===== config.mk =====
export PLATFORM = sky130hd
export DESIGN_NAME = tsq_corner_lane
export DESIGN_NICKNAME = d
export VERILOG_FILES = /design/src/rtl/tsq_pkg.sv /design/src/rtl/tsq_corner_lane.sv
export SDC_FILE = /design/constraint.sdc
export NUM_CORES = 1
export LEC_CHECK = 0
export BUFFER_PORTS_ARGS = -buffer_cell sky130_fd_sc_hd__buf_2
export CELL_PAD_IN_SITES_DETAIL_PLACEMENT = 0
export CELL_PAD_IN_SITES_GLOBAL_PLACEMENT = 1
export CORE_MARGIN = 1.5
export CORE_UTILIZATION = 39
export DETAILED_ROUTE_END_ITERATION = 7
export PLACE_DENSITY_LB_ADDON = 0.08
export SKIP_CTS_REPAIR_TIMING = 1
export SYNTH_ARGS = -nofsm -noshare
export SYNTH_HDL_FRONTEND = slang
export SYNTH_SLANG_ARGS = --single-unit

===== constraint.sdc =====
create_clock -name clk -period 3.7 [get_ports clk]
set_input_delay 0.37 -clock clk [delete_from_list [all_inputs] [get_ports clk]]
set_output_delay 0.37 -clock clk [all_outputs]
set_load 0.1 [all_outputs]

===== src/rtl/tsq_pkg.sv =====
`timescale 1ns / 1ps
// ----------------------------------------------------------------------------
// tsq_pkg
// Shared types and constants for the triangle / square overlap pipeline.
// ----------------------------------------------------------------------------
package tsq_pkg;

  localparam int NUM_VERTICES = 3;
  localparam int NUM_CORNERS  = 4;

  // sign summary of a wide signed value
  typedef struct packed {
    logic neg;
    logic zero;
  } sign_t;

endpackage


===== src/rtl/tsq_corner_lane.sv =====
`timescale 1ns / 1ps
// ----------------------------------------------------------------------------
// tsq_corner_lane
// One square corner against the triangle: forms the two barycentric
// numerators from registered products, then checks them and the remainder
// against the sign of the cross-product denominator.
// ----------------------------------------------------------------------------
module tsq_corner_lane #(
  parameter int COORD_WIDTH = 16
) (
  input  logic                           clk,
  input  logic signed [2*COORD_WIDTH+2:0] den,
  input  logic signed [2*COORD_WIDTH+1:0] p_kx,
  input  logic signed [2*COORD_WIDTH+1:0] p_ky,
  input  logic signed [2*COORD_WIDTH+1:0] p_lx,
  input  logic signed [2*COORD_WIDTH+1:0] p_ly,
  output logic                           hit
);

  localparam int PW = 2 * (COORD_WIDTH + 1);
  localparam int KW = PW + 1;
  localparam int SW = KW + 1;
  localparam int RW = SW + 1;

  logic signed [KW-1:0] kn;
  logic signed [KW-1:0] ln;
  logic signed [SW-1:0] kl;
  logic signed [KW-1:0] den_d;
  tsq_pkg::sign_t       kn_sign;
  tsq_pkg::sign_t       ln_sign;
  logic signed [RW-1:0] rem;
  logic                 rem_neg;
  logic                 rem_zero;
  logic                 den_neg;
  logic                 den_zero;

  // numerators, aligned with den
  always_ff @(posedge clk) begin
    kn <= $signed({p_kx[PW-1], p_kx}) - $signed({p_ky[PW-1], p_ky});
    ln <= $signed({p_lx[PW-1], p_lx}) - $signed({p_ly[PW-1], p_ly});
  end

  always_ff @(posedge clk) begin
    kl           <= $signed({kn[KW-1], kn}) + $signed({ln[KW-1], ln});
    den_d        <= den;
    kn_sign.neg  <= kn[KW-1];
    kn_sign.zero <= (kn == '0);
    ln_sign.neg  <= ln[KW-1];
    ln_sign.zero <= (ln == '0);
  end

  always_comb begin
    rem      = $signed({{2{den_d[KW-1]}}, den_d}) - $signed({kl[SW-1], kl});
    rem_neg  = rem[RW-1];
    rem_zero = (rem == '0);
    den_neg  = den_d[KW-1];
    den_zero = (den_d == '0);
    if (den_zero) begin
      hit = 1'b0;
    end else if (!den_neg) begin
      hit = !kn_sign.neg && !ln_sign.neg && !rem_neg;
    end else begin
      hit = (kn_sign.neg || kn_sign.zero) && (ln_sign.neg || ln_sign.zero) &&
            (rem_neg || rem_zero);
    end
  end

endmodule


Word level (Yosys, flattened, before mapping)
Cells that the tools add are included.

storage, ports and cells
  flip-flop bits (word level) = 145
  input bits = 172
  output and inout port bits = 1
  logic and storage cells = 28

operators by class
  $add $sub $neg = 4
  mux-type cells = 2
  reductions and logical operators = 14

operators by type and width
  operator                      number
  logical NOT 35 bit            3
  subtractor 34 x 34 -> 35 bit  2
  logical NOT 37 bit            1
  subtractor 35 x 36 -> 37 bit  1
  adder 35 x 35 -> 36 bit       1
  logical AND 1 bit             4
  logical NOT 1 bit             3
  logical OR 1 bit              3
  two-way mux 1 bit             2

Depth between registers and ports, before layout
  depth in word-level cells = 6
  mapped depth = 13
  gate-level depth less buffers = 13

Worst setup path after synthesis
OpenSTA, ideal clock, no wires.

  kind = register -> output
  from = reg kl[3]
  to = out hit
  arrival time = 4.320 ns
  required time = 3.330 ns
  setup slack = -0.990 ns
  cell stages (with the launch flop) = 13
  path buffers = 0
  path through = dfxtp_1 inv_1 ha_1 o21ai_0 a21oi_2 o311a_4 o21a_4 or3_1 a211o_1 or4_1 nor4_1 nand4_1 o31ai_2

on the way
  word-level cells in the longest chain between the ends = 6
  elaborated cells on any way between the ends = 8
  classes of those cells = add/sub: 1; mux: 2; reduce/logical: 5

RTL lines
  element                           line                   text
  start: declaration                tsq_corner_lane.sv:27  logic signed [SW-1:0] kl;
  start signal: assignment          tsq_corner_lane.sv:44  kl <= $signed({kn[KW-1], kn}) + $signed({ln[KW-1], ln});
  subtractor 35 x 36 -> 37 bit (*)  tsq_corner_lane.sv:53  rem = $signed({{2{den_d[KW-1]}}, den_d}) - $signed({kl[SW-1], kl});
  logical NOT 37 bit                tsq_corner_lane.sv:55  rem_zero = (rem == '0);
  logical OR 1 bit                  tsq_corner_lane.sv:64  (rem_neg || rem_zero);
  logical AND 1 bit                 tsq_corner_lane.sv:63  hit = (kn_sign.neg || kn_sign.zero) && (ln_sign.neg || ln_sign.zero) &&
  two-way mux 1 bit (*)             tsq_corner_lane.sv:60  end else if (!den_neg) begin
  two-way mux 1 bit (*)             tsq_corner_lane.sv:58  if (den_zero) begin
  end: declaration                  tsq_corner_lane.sv:17  output logic hit

Mark *: on every way between the ends. The rest lies on a longest branch, timed or not.

Worst setup path in the final report
Ends and elaborated chain as after synthesis.

==> impl_results.md <==
* DR vias at between 10,000 and 15,000
* Clk pwr share at ~18%
* RSZ-0062 raised after global routing: true
* First-pass GRT wire length at 48.8 mm
* Placed wire-length estimate at between 20 and 30 mm
* 1st-iter DRT viols at between 500 and 600
* TritonCTS clock tree: yes
* Seq pwr share at approximately 23%
* Internal power at 5.62 mW
* CP Cell Sequence: inv_1 > ha_1 > o21ai_2 > a21oi_4 > o311a_4 > o21a_4 > or3_1 > a211o_1 > or4_4 > nor4_4 > nand4_1 > o31ai_4 > buf_12
* Synth async-reset ratio at 0%
* # diodes at 0
* Sw Share at between 40% and 50%
* # H-tree levels at 4
* CP required at roughly 3300 ps
* Largest net degree at the start of global routing at 17
* Max transition margin at 38.0%
* Worst-case clock buffer depth at 2
* Leading post-synthesis cells by cell area: dfxtp_1 (27%), ha_1 (16%), xnor2_1 (5.7%)
* Gpl congestion at roughly 0.9
* Sw power at ~3.9 mW
* Drt wl/cell at around 16 µm
* Initial DRT Pass Iterations at 7
* Period utilisation layout at 117%
* Initial Util at 39.7%
* Final Setup Violations at 1
* Core area at 27,000 µm²
* Post-synthesis register bit count at around 150
* Syn-to-layout area delta at 27.4%
* Worst skew pair latency at roughly 420 ps
* Levels on crit path at 13
* P_leak at 6.71 nW
* Crit Reg-Reg Startpoint: kn[6]$_DFF_P_
* PwrDens at approximately 700 nW/µm²
* Final Max Slew Viols at 0
* R2R depth at 10
* Setup crit start kind: flip-flop
* Synth top area share at ~27%
* Final WL at 30.9 mm
* Proportion of layout cells with a drive suffix above 1 at 22.8%
* Vias/cell at 5.17
* # IOs at approximately 170
* Synth Instances at roughly 1,300
* Reg-to-reg endpoint: kl[33]$_DFF_P_
* Syn_nets at approximately 1,600
* Nets@finish at approximately 1,900
* Gr usage total at between 20 and 25%
* Clock Skew at around 6.7 ps
* Routed Antenna Nets at 0
* Status: complete, but fails checks
* Ys Warns at 0
* Cell Rows at 60
* Post-layout util at a little over 50%
* Final number of hold-violating endpoints at 0
* Slew @ Worst Pin at approximately 920 ps
* Final min period at around 4300 ps
* Post-Syn Area at approximately 11,000 µm²
* Maximum vdd drop at approximately 350 µV
* Max-Cap Viols at 0
* Root buffer cell: clkbuf_16
* CTS clk-pin slew, worst paths at 60 ps
* Fmax achieved at between 200 and 250 MHz
* Crit. End Element: output pin
* Delay-heaviest family, CP: compound AO/OA/AOI/OAI gates
* Vias in the first global route at ~9,700
* Post-synth top flop: dfxtp_1
* Failing checks: setup timing
* Die area at 28,400 µm²
* Clock Sinks at between 100 and 150
* Hold Path End: den_d[11]$_DFF_P_
* Post-synth EDFFs at 0
* Residual DRC at 0
* Syn_area_per_cell at 8.15 µm²
* Critical Path Max Stage Delay at 500 ps
* DIE WIDTH at around 170 µm
* Setup slack, reg-to-reg at 410 ps
* Post-synth top area cell: dfxtp_1
* CP max-delay cell: or4_4
* Setup WS pre-CTS at -430 ps
* Critical path class: reg -> out
* Inserted Clock Buffers at 17
* Hold Path Stages at 1
* I/O Buffers at roughly 170
* Hold Crit Class: in -> reg
* Sequential area share after synthesis at 27.2%
* Die height at about 170 µm
* CP bufs+invs at 2
* Slack of the critical path at -638 ps
* Logic pwr share at about three fifths
* Min-delay src: den[11]
* Crit path DAT at 3970 ps
* Gr ovfl total at 0
* Antenna violations before repair at 1
* Worst Path Max Fanout at 4
* Synth unique cells at between 70 and 80
[layout by cell type, fill, tap and decap left out, drive strengths merged, types with 6 or more instances in the layout]
cell type and count:
nand2b 14, o31a 6, o21bai 15, a21o 60, nand3 31, and3 18
clkbuf 19, and2 12, nor2b 14, o311ai 6, a211oi 7, nand4 15
a21oi 111, a31oi 19, nor2 83, o21a 28, nor4 33, a21boi 6
nor3 34, nand2 78, o31ai 9, o21ai 71, o211ai 6, buf 298
xor2 27, inv 149, dfxtp 145, a311oi 8, xnor2 69, ha 139
[per-stage QoR]
stage	cell area, µm²	hold slack [ps]	TNS, ps	power [mW]	cells
after global placement	12900	418	-400	7.64	1931
after detailed placement	12900	415	-430	7.61	1931
after global routing	13600	21.4	-796	10.2	1962
final	13600	47.3	-638	9.51	1962
after CTS	13500	28.5	-899	9.36	1962
after floorplan	10700	354	-455	5.58	1311
[area by class of cell]
class,count,area (µm²)
inverter,147,552
fill,2614,13300
tap,341,427
multi-input combinational,1000,7330
timing repair buffer,298,1830
clock inverter,12,134
clock buffer,19,443
sequential,145,2910
[layer usage]
layer  GRT usage, %  part of all wire [%]
met5              0                 0.058
met4           7.65                   2.6
met3           3.46                   3.6
met1           28.6                    48
met2           36.6                    46
[worst max path at each step]
stage / start / endpoint / slack [ps]
final: kl[3]$_DFF_P_ / hit / -640
after global routing: kl[3]$_DFF_P_ / hit / -800
after CTS: kl[4]$_DFF_P_ / hit / -900
after detailed placement: den_d[0]$_DFF_P_ / hit / -430
after global placement: den_d[0]$_DFF_P_ / hit / -400
after floorplan: den_d[0]$_DFF_P_ / hit / -450
[registers in the layout, indices dropped and copies added (netlist names)]
register,count
kl,36
den_d,35
kn,35
ln,35
kn_sign,2
ln_sign,2
[cells in the mapped netlist, types with 6 or more instances]
library cell / count
nor3_1: 33
a211oi_1: 7
nor4_1: 33
nor2_1: 83
o21a_1: 26
a21o_1: 60
nand3_1: 31
inv_1: 147
a311oi_1: 8
clkbuf_1: 17
ha_1: 139
o211ai_1: 6
o21ai_1: 19
o31ai_1: 8
nor2b_1: 14
o21ai_0: 52
nand2b_1: 14
and3_1: 18
xnor2_1: 69
xor2_1: 27
nand4_1: 15
o21bai_1: 15
a21oi_1: 109
a31oi_1: 19
nand2_1: 78
and2_1: 12
dfxtp_1: 145
[power groups by stage]
stage / Clock (mW) / Sequential [mW] / Combinational [mW]
floorplan: 0 / 2.12 / 3.46
global placement: 0 / 2.19 / 5.45
detailed placement: 0 / 2.20 / 5.41
CTS: 1.73 / 2.17 / 5.46
global route: 1.81 / 2.20 / 6.23
finish: 1.69 / 2.16 / 5.65
[kinds of logic after synthesis]
group	synth area share, %
AND/OR/NAND/NOR	16.6
flip-flops	27.2
XOR/XNOR	7.87
AO/OA/AOI/OAI	25.3
multiplexers	0.187
buffers and inverters	5.88
adder cells (fa/ha/maj)	17.0
Note: power is estimated with default switching activity, not from simulation.
